File: src/rtl/lpd_pkg.sv
// lpd_pkg: shared types and constants of the length prefix deframer
// used by lpd_parse, lpd_out_reg and length_prefix_deframer; no dependencies
`default_nettype none

package lpd_pkg;

   // header phase of the frame parser
   typedef enum logic [1:0] {
      PH_SHORT   = 2'd0,
      PH_LONG    = 2'd1,
      PH_PAYLOAD = 2'd2
   } phase_type;

   localparam logic [15:0] ESCAPE_LEN      = 16'hFFFF;
   localparam logic [2:0]  SHORT_HDR_BYTES = 3'd2;
   localparam logic [2:0]  LONG_HDR_BYTES  = 3'd4;

   // one result item
   typedef struct packed {
      logic [7:0]  payload_byte;
      logic [31:0] frame_length;
      logic        long_header;
      logic        empty_frame;
      logic        last;
   } result_type;

endpackage

`default_nettype wire

File: src/rtl/lpd_parse.sv
// lpd_parse: header gathering, frame length and payload count state
// depends on lpd_pkg for the phase enum, header constants and result struct
`default_nettype none

module lpd_parse (
   input  wire logic               clock,
   input  wire logic               reset,
   input  wire logic               accept,
   input  wire logic [7:0]         data_byte,
   output logic                    res_valid,
   output lpd_pkg::result_type     res
);

   lpd_pkg::phase_type phase_ff, phase_in;
   logic [31:0] header_shift_ff, header_shift_in;
   logic [2:0]  header_count_ff, header_count_in;
   logic [31:0] length_ff, length_in;
   logic [31:0] remaining_ff, remaining_in;
   logic        long_ff, long_in;

   logic [31:0] shifted;
   logic [2:0]  count_inc;
   logic [31:0] rem_dec;
   logic        rem_last;
   logic        in_short;
   logic        escape_hit;
   logic        short_done;
   logic        long_done;
   logic        frame_start;
   logic [31:0] hdr_len;
   logic        len_zero;

   // header decode shared by next-state and output logic
   always_comb begin
      shifted     = {header_shift_ff[23:0], data_byte};
      count_inc   = header_count_ff + 3'd1;
      rem_dec     = remaining_ff - 32'd1;
      rem_last    = (rem_dec == 32'd0);
      in_short    = (phase_ff != lpd_pkg::PH_LONG) && (phase_ff != lpd_pkg::PH_PAYLOAD);
      escape_hit  = in_short && (count_inc >= lpd_pkg::SHORT_HDR_BYTES)
                    && (shifted[15:0] == lpd_pkg::ESCAPE_LEN);
      short_done  = in_short && (count_inc >= lpd_pkg::SHORT_HDR_BYTES)
                    && (shifted[15:0] != lpd_pkg::ESCAPE_LEN);
      long_done   = (phase_ff == lpd_pkg::PH_LONG) && (count_inc >= lpd_pkg::LONG_HDR_BYTES);
      frame_start = short_done || long_done;
      hdr_len     = long_done ? shifted : {16'd0, shifted[15:0]};
      len_zero    = (hdr_len == 32'd0);
   end

   // next state
   always_comb begin
      phase_in        = phase_ff;
      header_shift_in = header_shift_ff;
      header_count_in = header_count_ff;
      length_in       = length_ff;
      remaining_in    = remaining_ff;
      long_in         = long_ff;
      case (phase_ff)
         lpd_pkg::PH_PAYLOAD: begin
            remaining_in = rem_dec;
            if (rem_last) begin
               phase_in        = lpd_pkg::PH_SHORT;
               header_shift_in = 32'd0;
               header_count_in = 3'd0;
            end
         end
         default: begin
            // short and long header phases; unused code behaves as short
            phase_in        = (phase_ff == lpd_pkg::PH_LONG) ? lpd_pkg::PH_LONG
                                                             : lpd_pkg::PH_SHORT;
            header_shift_in = shifted;
            header_count_in = count_inc;
            if (escape_hit) begin
               phase_in        = lpd_pkg::PH_LONG;
               header_shift_in = 32'd0;
               header_count_in = 3'd0;
            end else if (frame_start) begin
               long_in         = long_done;
               length_in       = hdr_len;
               header_shift_in = 32'd0;
               header_count_in = 3'd0;
               remaining_in    = hdr_len;
               phase_in        = len_zero ? lpd_pkg::PH_SHORT : lpd_pkg::PH_PAYLOAD;
            end
         end
      endcase
   end

   // result of the current byte
   always_comb begin
      res_valid        = 1'b0;
      res.payload_byte = 8'd0;
      res.frame_length = length_ff;
      res.long_header  = long_ff;
      res.empty_frame  = 1'b0;
      res.last         = 1'b0;
      case (phase_ff)
         lpd_pkg::PH_PAYLOAD: begin
            res_valid        = 1'b1;
            res.payload_byte = data_byte;
            res.last         = rem_last;
         end
         default: begin
            if (frame_start && len_zero) begin
               res_valid        = 1'b1;
               res.frame_length = hdr_len;
               res.long_header  = long_done;
               res.empty_frame  = 1'b1;
               res.last         = 1'b1;
            end
         end
      endcase
   end

   always_ff @(posedge clock) begin
      if (reset) begin
         phase_ff        <= lpd_pkg::PH_SHORT;
         header_shift_ff <= 32'd0;
         header_count_ff <= 3'd0;
         length_ff       <= 32'd0;
         remaining_ff    <= 32'd0;
         long_ff         <= 1'b0;
      end else if (accept) begin
         phase_ff        <= phase_in;
         header_shift_ff <= header_shift_in;
         header_count_ff <= header_count_in;
         length_ff       <= length_in;
         remaining_ff    <= remaining_in;
         long_ff         <= long_in;
      end
   end

`ifndef SYNTH
   a_payload_gives_result: assert property (@(posedge clock) disable iff (reset)
      (phase_ff == lpd_pkg::PH_PAYLOAD) |-> res_valid)
      else $error("payload byte without result");

   a_empty_is_last: assert property (@(posedge clock) disable iff (reset)
      (res_valid && res.empty_frame) |-> (res.last && (res.payload_byte == 8'd0)))
      else $error("empty frame result not marked last");

   a_last_leaves_payload: assert property (@(posedge clock) disable iff (reset)
      (accept && res_valid && res.last) |=> (phase_ff == lpd_pkg::PH_SHORT))
      else $error("frame end did not return to short header");

   a_short_count_bound: assert property (@(posedge clock) disable iff (reset)
      (phase_ff == lpd_pkg::PH_SHORT) |-> (header_count_ff < lpd_pkg::SHORT_HDR_BYTES))
      else $error("short header count overflow");
`endif

endmodule

`default_nettype wire

File: src/rtl/lpd_out_reg.sv
// lpd_out_reg: result register that holds one item until the consumer takes it
// depends on lpd_pkg for the result struct
`default_nettype none

module lpd_out_reg (
   input  wire logic               clock,
   input  wire logic               reset,
   input  wire logic               accept,
   input  wire logic               res_valid,
   input  wire lpd_pkg::result_type res,
   output logic                    space,
   output logic                    rsp_valid,
   input  wire logic               rsp_ready,
   output lpd_pkg::result_type     rsp_data
);

   logic                valid_ff, valid_in;
   lpd_pkg::result_type data_ff;

   // room when empty or the held item leaves this cycle
   assign space = !valid_ff || rsp_ready;

   always_comb begin
      valid_in = valid_ff;
      if (accept) begin
         valid_in = res_valid;
      end else if (rsp_ready) begin
         valid_in = 1'b0;
      end
   end

   always_ff @(posedge clock) begin
      if (reset) begin
         valid_ff <= 1'b0;
      end else begin
         valid_ff <= valid_in;
      end
   end

   always_ff @(posedge clock) begin
      if (accept && res_valid) begin
         data_ff <= res;
      end
   end

   assign rsp_valid = valid_ff;
   assign rsp_data  = data_ff;

endmodule

`default_nettype wire

File: src/rtl/length_prefix_deframer.sv
// length_prefix_deframer: top level, splits a byte stream into length-prefixed frames
// depends on lpd_pkg, lpd_parse and lpd_out_reg
//
//   channel  dir  handshake              payload
//   req      in   req_valid/req_ready    req_data_byte[7:0]
//   rsp      out  rsp_valid/rsp_ready    rsp_payload_byte, rsp_frame_length,
//                                        rsp_long_header, rsp_empty_frame, rsp_last
//
// one byte per cycle unless rsp back-pressure stalls req; a result appears on rsp in the cycle after its byte is taken
// header bytes give no result; a zero-length frame gives one empty item
// the parse state and the result register are the only storage
// reset is synchronous and leaves the parser waiting for a short header
// req_ready drops only while a result is held and rsp_ready is low
`default_nettype none

module length_prefix_deframer (
   input  wire logic        clock,
   input  wire logic        reset,
   input  wire logic        req_valid,
   output logic             req_ready,
   input  wire logic [7:0]  req_data_byte,
   output logic             rsp_valid,
   input  wire logic        rsp_ready,
   output logic [7:0]       rsp_payload_byte,
   output logic [31:0]      rsp_frame_length,
   output logic             rsp_long_header,
   output logic             rsp_empty_frame,
   output logic             rsp_last
);

   logic                accept;
   logic                space;
   logic                res_valid;
   lpd_pkg::result_type res;
   lpd_pkg::result_type rsp_data;

   assign req_ready = space;
   assign accept    = req_valid && space;

   lpd_parse u_parse (
      .clock     (clock),
      .reset     (reset),
      .accept    (accept),
      .data_byte (req_data_byte),
      .res_valid (res_valid),
      .res       (res)
   );

   lpd_out_reg u_out_reg (
      .clock     (clock),
      .reset     (reset),
      .accept    (accept),
      .res_valid (res_valid),
      .res       (res),
      .space     (space),
      .rsp_valid (rsp_valid),
      .rsp_ready (rsp_ready),
      .rsp_data  (rsp_data)
   );

   assign rsp_payload_byte = rsp_data.payload_byte;
   assign rsp_frame_length = rsp_data.frame_length;
   assign rsp_long_header  = rsp_data.long_header;
   assign rsp_empty_frame  = rsp_data.empty_frame;
   assign rsp_last         = rsp_data.last;

endmodule

`default_nettype wire

File: config.mk
export PLATFORM = sky130hd
export DESIGN_NAME = length_prefix_deframer
export DESIGN_NICKNAME = d
export VERILOG_FILES = /design/src/rtl/lpd_pkg.sv /design/src/rtl/lpd_parse.sv /design/src/rtl/lpd_out_reg.sv /design/src/rtl/length_prefix_deframer.sv
export SDC_FILE = /design/constraint.sdc
export NUM_CORES = 1
export LEC_CHECK = 0
export BUFFER_PORTS_ARGS = -buffer_cell sky130_fd_sc_hd__buf_2
export CAP_MARGIN = 20
export CORE_MARGIN = 4
export CORE_UTILIZATION = 25
export DETAILED_ROUTE_END_ITERATION = 6
export GPL_TIMING_DRIVEN = 0
export MAX_ROUTING_LAYER = met4
export PLACE_DENSITY = 0.45
export SLEW_MARGIN = 20
export SYNTH_ARGS = -nofsm -noshare
export SYNTH_HDL_FRONTEND = slang
export SYNTH_SLANG_ARGS = --single-unit
File: constraint.sdc
create_clock -name clock -period 9.6 [get_ports clock]
set_input_delay 1.44 -clock clock [delete_from_list [all_inputs] [get_ports clock]]
set_output_delay 1.44 -clock clock [all_outputs]
set_load 0.01 [all_outputs]
==> flow_summary.json, run 1 <==
{
  "path_class": "in2reg",
  "hold_viol_final": 0,
  "holdBufCountCts": 0,
  "rows": 59,
  "reg2reg_setup_slack_ns": 6.13,
  "drv_cap": 0,
  "rsz0062_at_grt": "false",
  "grt_overflow": 0,
  "synth_edf_count": 43,
  "worst_pin_slew_ns": 0.818,
  "min_period_over_period": 0.432,
  "ant_nets": 0,
  "power_density_nw_per_um2": 327,
  "cts-root-buf": "clkbuf_16",
  "drc": 0,
  "grt_pass1_wl_um": 35000,
  "place_congestion": 0.886,
  "grt_use_met1": 0.216,
  "antennaDiodeCount": 0,
  "worstSkewPairLatency_ns": 0.44,
  "met2_usage": 0.246,
  "grt_util_all_layers": 0.160,
  "hold_path_class": "reg2reg",
  "multi_input_area_um2": 3220,
  "portBuffers": 55,
  "h-tree-depth": 4,
  "yosysSeqAreaShare": 0.475,
  "avgSynthCellArea_um2": 8.76,
  "status": "completed",
  "wl_per_cell_um": 19.0,
  "antenna_found_initial": 0,
  "fmax_mhz": 241,
  "drive_above_1_share": 0.159,
  "endpoint_kind": "flip-flop",
  "cp_max_fo": 10,
  "dp_hpwl_um": 16500,
  "grt.busiest_layer": "met2",
  "whs_ns": 0.449,
  "die_x_um": 172,
  "slew_headroom": 0.453,
  "postSynth.asyncResetShare": 0,
  "viasPerCell": 5.12,
  "nets": 860,
  "final_area_um2": 8030,
  "min_period_ns": 4.15,
  "synth_cells": 767,
  "clkTransAtPathRegs_ns": 0.07,
  "core_um2": 26300,
  "dieArea_um2": 29600,
  "synth_seq_cells": 138,
  "grt_max_degree": 24,
  "synth.distinct_cells": 70,
  "crit_arrival_ns": 4.45,
  "crit_required_ns": 9.90,
  "synth_nets": 785,
  "cts_buffers": 17,
  "ys.flop_type": "dfxtp_1",
  "clockBufferDepth": 2,
  "fin_tns_setup_ns": 0,
  "cts_resized": 0,
  "finClkSkew_ns": 0.0111,
  "postPlaceCellArea_um2": 7450,
  "setup_violations": 0,
  "syn_area_um2": 6720,
  "vdd_ir_drop_max_mv": 0.143,
  "clock-sinks": 138,
  "wl_um": 22600,
  "vias": 6092,
  "yosys_warnings": 0,
  "drt_iter0_markers": 496,
  "seqCellArea_um2": 3190,
  "n_fill_cell": 2827,
  "met3_usage": 0.0263,
  "p_total_uw": 2620,
  "first_pass_iters": 5,
  "io_pins": 57,
  "cp-start-kind": "primary input",
  "maxSlewViolCount": 0,
  "grt_pass1_vias": 5806,
  "cts_tree": "done",
  "die_h_um": 172,
  "cts_setup_buffers": 0,
  "initial_core_util": 0.256,
  "area_delta_synth_final_pct": 19.5,
  "p_leak_uw": 0.00285
}
-- metal layers --
layer | vias up | routed length, µm
met1 | 2929 | 10700
met3 | 40 | 1160
met2 | 211 | 10100
li1 | 2912 | -
met5 | - | 0
met4 | 0 | 528
-- final timing paths --
kind,startpoint,end,depth (start not counted)
worst min register to register,u_parse.length_ff[7],u_parse.length_ff[7],2
worst max register to register,u_parse.header_shift_ff[4],u_parse.remaining_ff[10],9
worst max-delay path,req_data_byte[7],u_parse.remaining_ff[10],10
worst min-delay path,u_parse.length_ff[7],u_parse.length_ff[7],2
-- per-stage QoR --
stage / util / std cells / worst slack [ns]
CTS: 0.306 / 1190 / 5.56
detailed placement: 0.284 / 1158 / 5.11
global placement: 0.282 / 1157 / 3.39
finish: 0.306 / 1190 / 5.45
global route: 0.306 / 1190 / 5.25
floorplan: - / 767 / 4.90
-- area by class of cell --
cell class | instances | area share
multi-input cells | 556 | 0.401
clock inverters | 15 | 0.0190
repair buffers | 56 | 0.0377
inverters | 18 | 0.00842
plain buffers | 55 | 0.0313
well taps | 335 | 0.0522
flip-flops and latches | 138 | 0.398
clock buffers | 17 | 0.0530
-- state kept, by name (all words and copies together) (netlist names) --
| signal | count |
|---|---|
| u_out_reg.rsp_data | 43 |
| u_parse.phase_ff | 2 |
| u_parse.header_shift_ff | 24 |
| u_parse.header_count_ff | 3 |
| u_out_reg.rsp_valid | 1 |
| u_parse.length_ff | 32 |
| u_parse.remaining_ff | 32 |
| u_parse.long_ff | 1 |
-- layout by cell type (no fill, tap or decap), types with 13 or more instances in the layout --
cell type  instances
a21oi_1           83
and2_1            41
buf_2             57
clkbuf_1          48
clkbuf_16         17
dfxtp_1           95
edfxtp_1          43
inv_1             17
nand2_1          105
nand3_1           55
nand4_1           13
nor2_1            54
nor3_1            15
nor4_1            18
o21ai_0           37
o21ai_2           16
-- synthesized netlist by cell type, drive strengths merged (3+ instances only) --
library cell / n / share of area
a211oi: 5 / 0.0063
a21o: 3 / 0.0034
a21oi: 84 / 0.063
a31oi: 5 / 0.0047
a32o: 3 / 0.0045
a41oi: 3 / 0.0039
and2: 41 / 0.038
and3: 3 / 0.0028
buf: 7 / 0.011
clkbuf: 48 / 0.027
dfxtp: 95 / 0.28
edfxtp: 43 / 0.19
ha: 6 / 0.011
inv: 18 / 0.010
mux2i: 5 / 0.0075
nand2: 105 / 0.059
nand2b: 4 / 0.0037
nand3: 55 / 0.041
nand4: 14 / 0.014
nor2: 54 / 0.030
nor2b: 5 / 0.0047
nor3: 18 / 0.016
nor4: 21 / 0.024
o21a: 5 / 0.0056
o21ai: 53 / 0.048
o221a: 4 / 0.0067
o22ai: 6 / 0.012
o2bb2ai: 3 / 0.0039
or2: 3 / 0.0028
or3: 7 / 0.0073
or4: 6 / 0.0078
xnor2: 6 / 0.0078
xor2: 3 / 0.0039
-- kinds of logic after synthesis --
family | count (synthesis) | share of synthesized area
multiplexers | 6 | 0.00913
AO/OA/AOI/OAI | 194 | 0.187
adder cells (fa/ha/maj) | 6 | 0.0112
buffers and inverters | 73 | 0.0475
flip-flops | 138 | 0.475
XOR/XNOR | 9 | 0.0117
AND/OR/NAND/NOR | 341 | 0.258
-- critical path, stage by stage --
cell	delay, ns
buf_2	0.20
nand4_1	0.11
nor4_1	0.55
mux2i_1	0.35
o21bai_1	0.30
clkbuf_1	0.60
clkbuf_1	0.59
nor2_1	0.11
a21oi_1	0.13
nor2_1	0.05
-- power breakdown --
| group | internal, µW | switching (µW) | total, µW |
|---|---|---|---|
| Clock | 346 | 305 | 651 |
| Sequential | 700 | 91.5 | 791 |
| Combinational | 382 | 801 | 1180 |
Note: power is estimated with default switching activity, not from simulation.
==> run 2, diff against run 1 <==
--- a/config.mk
+++ b/config.mk
@@ -12,7 +12,7 @@
 export DETAILED_ROUTE_END_ITERATION = 6
 export GPL_TIMING_DRIVEN = 0
 export MAX_ROUTING_LAYER = met4
-export PLACE_DENSITY = 0.45
+export PLACE_DENSITY = 0.46
 export SLEW_MARGIN = 20
 export SYNTH_ARGS = -nofsm -noshare
 export SYNTH_HDL_FRONTEND = slang
==> constraint.sdc (replaced) <==
create_clock -name clock -period 3.7 [get_ports clock]
set_input_delay 0.555 -clock clock [delete_from_list [all_inputs] [get_ports clock]]
set_output_delay 0.555 -clock clock [all_outputs]
set_load 0.01 [all_outputs]
==> run 2 against run 1 <==
Design area is 1.0% higher. Power grew to 2.7 times the previous value. Sequential cell count is the same. Sequential share of layout area is 0.40 points lower. Largest power group unchanged. Clock skew is essentially flat. Die area is the same. Worst hold slack worse by 0.0075 ns. Critical path depth increased by 1.
==> flow_summary.json, run 2 (synthesis gave the netlist of run 1 again) <==
{
  "core_um2": 26300,
  "cts_tree": "done",
  "cp_max_fo": 10,
  "wl_per_cell_um": 18.9,
  "grt_util_all_layers": 0.158,
  "multi_input_area_um2": 3220,
  "ant_nets": 0,
  "grt_pass1_wl_um": 34900,
  "drive_above_1_share": 0.160,
  "hold_viol_final": 0,
  "grt_max_degree": 24,
  "final_cell_mix": "105 x nand2_1, 95 x dfxtp_1, 83 x a21oi_1, 57 x buf_2, 55 x nand3_1",
  "cpMaxStageDelayCell": "a2111oi_0",
  "viasPerCell": 5.05,
  "clockBufferDepth": 2,
  "cp-start-kind": "flip-flop",
  "dieArea_um2": 29600,
  "cts_buffers": 17,
  "finClkSkew_ns": 0.0112,
  "worstSkewPairLatency_ns": 0.43,
  "maxSlewViolCount": 0,
  "wl_um": 22500,
  "seqCellArea_um2": 3190,
  "worst_pin_slew_ns": 0.808,
  "die_h_um": 172,
  "hold_path_class": "in2reg",
  "drc": 0,
  "clock-sinks": 138,
  "portBuffers": 55,
  "setup_violations": 0,
  "antennaDiodeCount": 0,
  "antenna_found_initial": 0,
  "place_inst": 1159,
  "status": "completed",
  "cts-root-buf": "clkbuf_16",
  "min_period_over_period": 0.890,
  "reg2reg_depth": 11,
  "hold-path-endpoint": "u_out_reg.rsp_valid",
  "grt_overflow": 0,
  "drt_iter0_markers": 535,
  "mostFrequentLayoutCell": "nand2_1",
  "place_congestion": 0.911,
  "path_class": "reg2reg",
  "cp_slowest_stage_delay_ns": 0.58,
  "whs_ns": 0.442,
  "grt_pass1_vias": 5876,
  "r2r-start": "u_parse.remaining_ff[0]",
  "cts_setup_buffers": 0,
  "vias": 6006,
  "initial_core_util": 0.256,
  "vdd_ir_drop_max_mv": 0.374,
  "h-tree-depth": 4,
  "nets": 861,
  "area_delta_synth_final_pct": 20.7,
  "drv_cap": 0,
  "io_pins": 57,
  "crit_arrival_ns": 3.59,
  "first_pass_iters": 5,
  "fin_tns_setup_ns": 0,
  "min_period_ns": 3.29,
  "clkTransAtPathRegs_ns": 0.06,
  "die_x_um": 172,
  "hold_path_depth": 4,
  "rows": 59,
  "largest_reg_flops": 43,
  "endpoint_kind": "flip-flop",
  "crit_required_ns": 4.00,
  "crit_chain": "inv_1 > ha_1 > nor4b_1 > nand4_2 > a2111oi_0 > a211oi_2 > nor4_1 > and3_1 > buf_6 > buf_12 > o22ai_4",
  "power_density_nw_per_um2": 862,
  "hold_path_startpoint": "rsp_ready",
  "n_fill_cell": 2795,
  "dp_hpwl_um": 16500,
  "slew_headroom": 0.461,
  "fmax_mhz": 304,
  "stdcell_count": 1190,
  "p_leak_uw": 0.00290,
  "r2r-end": "u_parse.phase_ff[0]",
  "rsz0062_at_grt": "false",
  "reg2reg_setup_slack_ns": 0.41
}
run 2: cell types whose count changed in the layout (fill, tap and decap cells not counted), sizes merged:
| cell | before | now |
|---|---|---|
| clkinv | 4 | 3 |
| clkinvlp | 2 | 0 |
| inv | 27 | 25 |
| buf | 63 | 64 |
| bufinv | 0 | 4 |
run 2: metal layers:
layer | global-route usage | wire [µm] | up-vias
li1 | - | - | 2911
met1 | 0.212 | 10400 | 2869
met3 | 0.0306 | 1520 | 30
met5 | - | 0 | -
met2 | 0.244 | 10100 | 196
met4 | 0.0485 | 446 | 0
run 2: cell type report:
cell class | count | area share
Multi-Input combinational cell | 556 | 0.397
Sequential cell | 138 | 0.394
Clock buffer | 17 | 0.0524
Tap cell | 335 | 0.0517
Timing Repair Buffer | 57 | 0.0407
Buffer | 55 | 0.0312
Clock inverter | 14 | 0.0255
Inverter | 18 | 0.00833
run 2: power by group:
group	total [µW]	leakage, µW	internal, µW	switching (µW)
combinational	3070	0.00141	1000	2060
sequential	2060	0.00117	1810	243
clock	1870	0.000311	1140	726
run 2: critical path, delay by kind of cell, from the launching register on:
kind,cells,cell delay (ns)
adders and majority gates,1,0.26
and+or+nand+nor,4,1.36
AOI/OAI and AO/OA,3,0.75
DFF,1,0.34
buffers and inverters,3,0.45
run 2: per-stage QoR:
| stage | area (µm²) | power [µW] | setup slack (ns) | util |
|---|---|---|---|---|
| floorplan | 6720 | 4110 | 0.599 | - |
| global placement | 7420 | 5080 | -0.314 | 0.282 |
| detailed placement | 7480 | 5090 | 0.0541 | 0.285 |
| CTS | 8110 | 6980 | 0.312 | 0.309 |
| global route | 8110 | 7440 | 0.0423 | 0.309 |
| finish | 8110 | 7000 | 0.405 | 0.309 |
run 2: how the worst max path moves through the flow:
stage | slack [ns] | end | start | cells past startpoint
6_report | 0.41 | u_parse.phase_ff[0] | u_parse.remaining_ff[0] | 11
5_1_grt | 0.04 | u_parse.phase_ff[0] | u_parse.remaining_ff[0] | 11
4_1_cts | 0.31 | u_parse.remaining_ff[10] | u_parse.header_shift_ff[2] | 9
3_5_place_dp | 0.05 | u_parse.remaining_ff[10] | req_data_byte[7] | 10
3_3_place_gp | -0.31 | u_out_reg.rsp_data[13] | u_parse.header_count_ff[0] | 6
2_1_floorplan | 0.60 | u_out_reg.rsp_data[0] | u_parse.header_count_ff[0] | 6
run 2: repair_timing:
action,in CTS,in global routing
endpoints found under the setup margin,0,1
resized for setup,0,2
hold buffers,0,0
==> run 3, diff against run 2 <==
--- a/config.mk
+++ b/config.mk
@@ -8,11 +8,11 @@
 export BUFFER_PORTS_ARGS = -buffer_cell sky130_fd_sc_hd__buf_2
 export CAP_MARGIN = 20
 export CORE_MARGIN = 4
-export CORE_UTILIZATION = 25
+export CORE_UTILIZATION = 54
 export DETAILED_ROUTE_END_ITERATION = 6
 export GPL_TIMING_DRIVEN = 0
 export MAX_ROUTING_LAYER = met4
-export PLACE_DENSITY = 0.46
+export PLACE_DENSITY = 0.81
 export SLEW_MARGIN = 20
 export SYNTH_ARGS = -nofsm -noshare
 export SYNTH_HDL_FRONTEND = slang
==> run 3 against run 2 <==
Worst setup slack got worse by 0.069 ns. Non-clock buffer count fell by 1. Critical endpoint is now u_parse.header_count_ff[1]. Via count rose by 4.0%. Clock-buffer cell count did not move. First-iteration DRC count rose by 60%.
==> flow_summary.json, run 3 (synthesis gave the netlist of run 1 again) <==
{
  "antennaDiodeCount": 0,
  "multi_input_area_um2": 3220,
  "worst_pin_slew_ns": 0.849,
  "largest_reg_flops": 43,
  "h-tree-depth": 4,
  "drc": 0,
  "min_period_over_period": 0.909,
  "critPathBufInv": 3,
  "grt_pass1_vias": 5850,
  "vdd_ir_drop_max_mv": 0.335,
  "portBuffers": 55,
  "clockBufferDepth": 2,
  "grt_overflow": 0,
  "wl_per_cell_um": 19.2,
  "crit_required_ns": 4.00,
  "ant_nets": 0,
  "cpMaxStageDelayCell": "a2111oi_0",
  "viasPerCell": 6.11,
  "cp_slowest_stage_delay_ns": 0.64,
  "worstSkewPairLatency_ns": 0.42,
  "setup_violations": 0,
  "path_class": "reg2reg",
  "crit_family": "simple AND/OR/NAND/NOR gates",
  "status": "completed",
  "cts_tree": "done",
  "power_density_nw_per_um2": 858,
  "wl_um": 19700,
  "core_um2": 12100,
  "crit_chain": "inv_1 > ha_1 > nor4b_1 > nand4_2 > a2111oi_0 > a211oi_2 > nor4_1 > and3_1 > buf_6 > buf_12 > o22ai_4",
  "place_congestion": 1.04,
  "grt_max_degree": 27,
  "die_x_um": 120,
  "crit_arrival_ns": 3.66,
  "final_cell_mix": "105 x nand2_1, 95 x dfxtp_1, 83 x a21oi_1, 57 x buf_2, 55 x nand3_1",
  "clkTransAtPathRegs_ns": 0.06,
  "antenna_found_initial": 0,
  "cts_buffers": 17,
  "holdBufCountCts": 0,
  "hold_path_class": "in2reg",
  "p_total_uw": 6710,
  "first_pass_iters": 5,
  "grt_pass1_wl_um": 31000,
  "slew_headroom": 0.434,
  "min_period_ns": 3.36,
  "drive_above_1_share": 0.159,
  "hold_viol_final": 0,
  "drt_iter0_markers": 857,
  "cp_max_fo": 10,
  "final_area_um2": 7810,
  "cp-start-kind": "flip-flop",
  "io_pins": 57,
  "dieArea_um2": 14300,
  "maxSlewViolCount": 0,
  "p_leak_uw": 0.00285,
  "cts_resized": 0,
  "clock-sinks": 138,
  "fmax_mhz": 297,
  "initial_core_util": 0.555,
  "n_fill_cell": 1028,
  "grt_util_all_layers": 0.286,
  "endpoint_kind": "flip-flop",
  "seqCellArea_um2": 3190,
  "dp_hpwl_um": 13900,
  "die_h_um": 120,
  "cts-root-buf": "clkbuf_16",
  "rsz0062_at_grt": "false",
  "postPlaceCellArea_um2": 7240,
  "vias": 6248,
  "nets": 860,
  "cts_setup_buffers": 0,
  "mostFrequentLayoutCell": "nand2_1",
  "rows": 40,
  "area_delta_synth_final_pct": 16.3,
  "finClkSkew_ns": 0.00903,
  "drv_cap": 0
}
run 3: final timing paths:
kind / start / end / slack [ns] / depth (start not counted)
worst min-delay path: rsp_ready / u_out_reg.rsp_valid / 0.45 / 4
worst max register to register: u_parse.remaining_ff[0] / u_parse.header_count_ff[1] / 0.34 / 11
worst min register to register: u_parse.length_ff[18] / u_parse.length_ff[18] / 0.45 / 2
worst max-delay path: u_parse.remaining_ff[0] / u_parse.header_count_ff[1] / 0.34 / 11
run 3: layout make-up:
class	count	area share
plain buffers	55	0.0322
clock buffers	17	0.0544
clock inverters	15	0.0187
inverters	18	0.00865
multi-input cells	556	0.412
flip-flops and latches	138	0.409
well taps	168	0.0269
repair buffers	56	0.0388
run 3: worst register-to-register path: stages, from the launching register on:
cell and delay, ns:
dfxtp_1 0.36, inv_1 0.13, ha_1 0.27, nor4b_1 0.45, nand4_2 0.37, a2111oi_0 0.64
a211oi_2 0.10, nor4_1 0.27, and3_1 0.24, buf_6 0.17, buf_12 0.16, o22ai_4 0.09
run 3: routing by layer:
metal,GRT usage,up-vias,part of all wire
met5,-,-,0
met4,0.126,0,0.036
met3,0.0448,67,0.095
met2,0.431,373,0.46
met1,0.383,2897,0.41
li1,-,2911,-
run 3: power by group:
group | switching [µW] | internal (µW) | leakage [µW]
clock | 745 | 897 | 0.000282
combinational | 2020 | 990 | 0.00140
sequential | 234 | 1820 | 0.00117
total | 3000 | 3700 | 0.00285
run 3: through the flow:
stage / setup slack [ns] / setup TNS [ns] / hold slack (ns) / utilization / cells
4_1_cts: 0.371 / 0 / 0.440 / 0.645 / 1023
5_1_grt: 0.0452 / 0 / 0.460 / 0.645 / 1023
3_5_place_dp: 0.202 / 0 / 0.442 / 0.598 / 991
6_report: 0.337 / 0 / 0.448 / 0.645 / 1023
3_3_place_gp: -0.0532 / -2.11 / 0.439 / 0.595 / 990
2_1_floorplan: 0.599 / 0 / 0.427 / - / 767
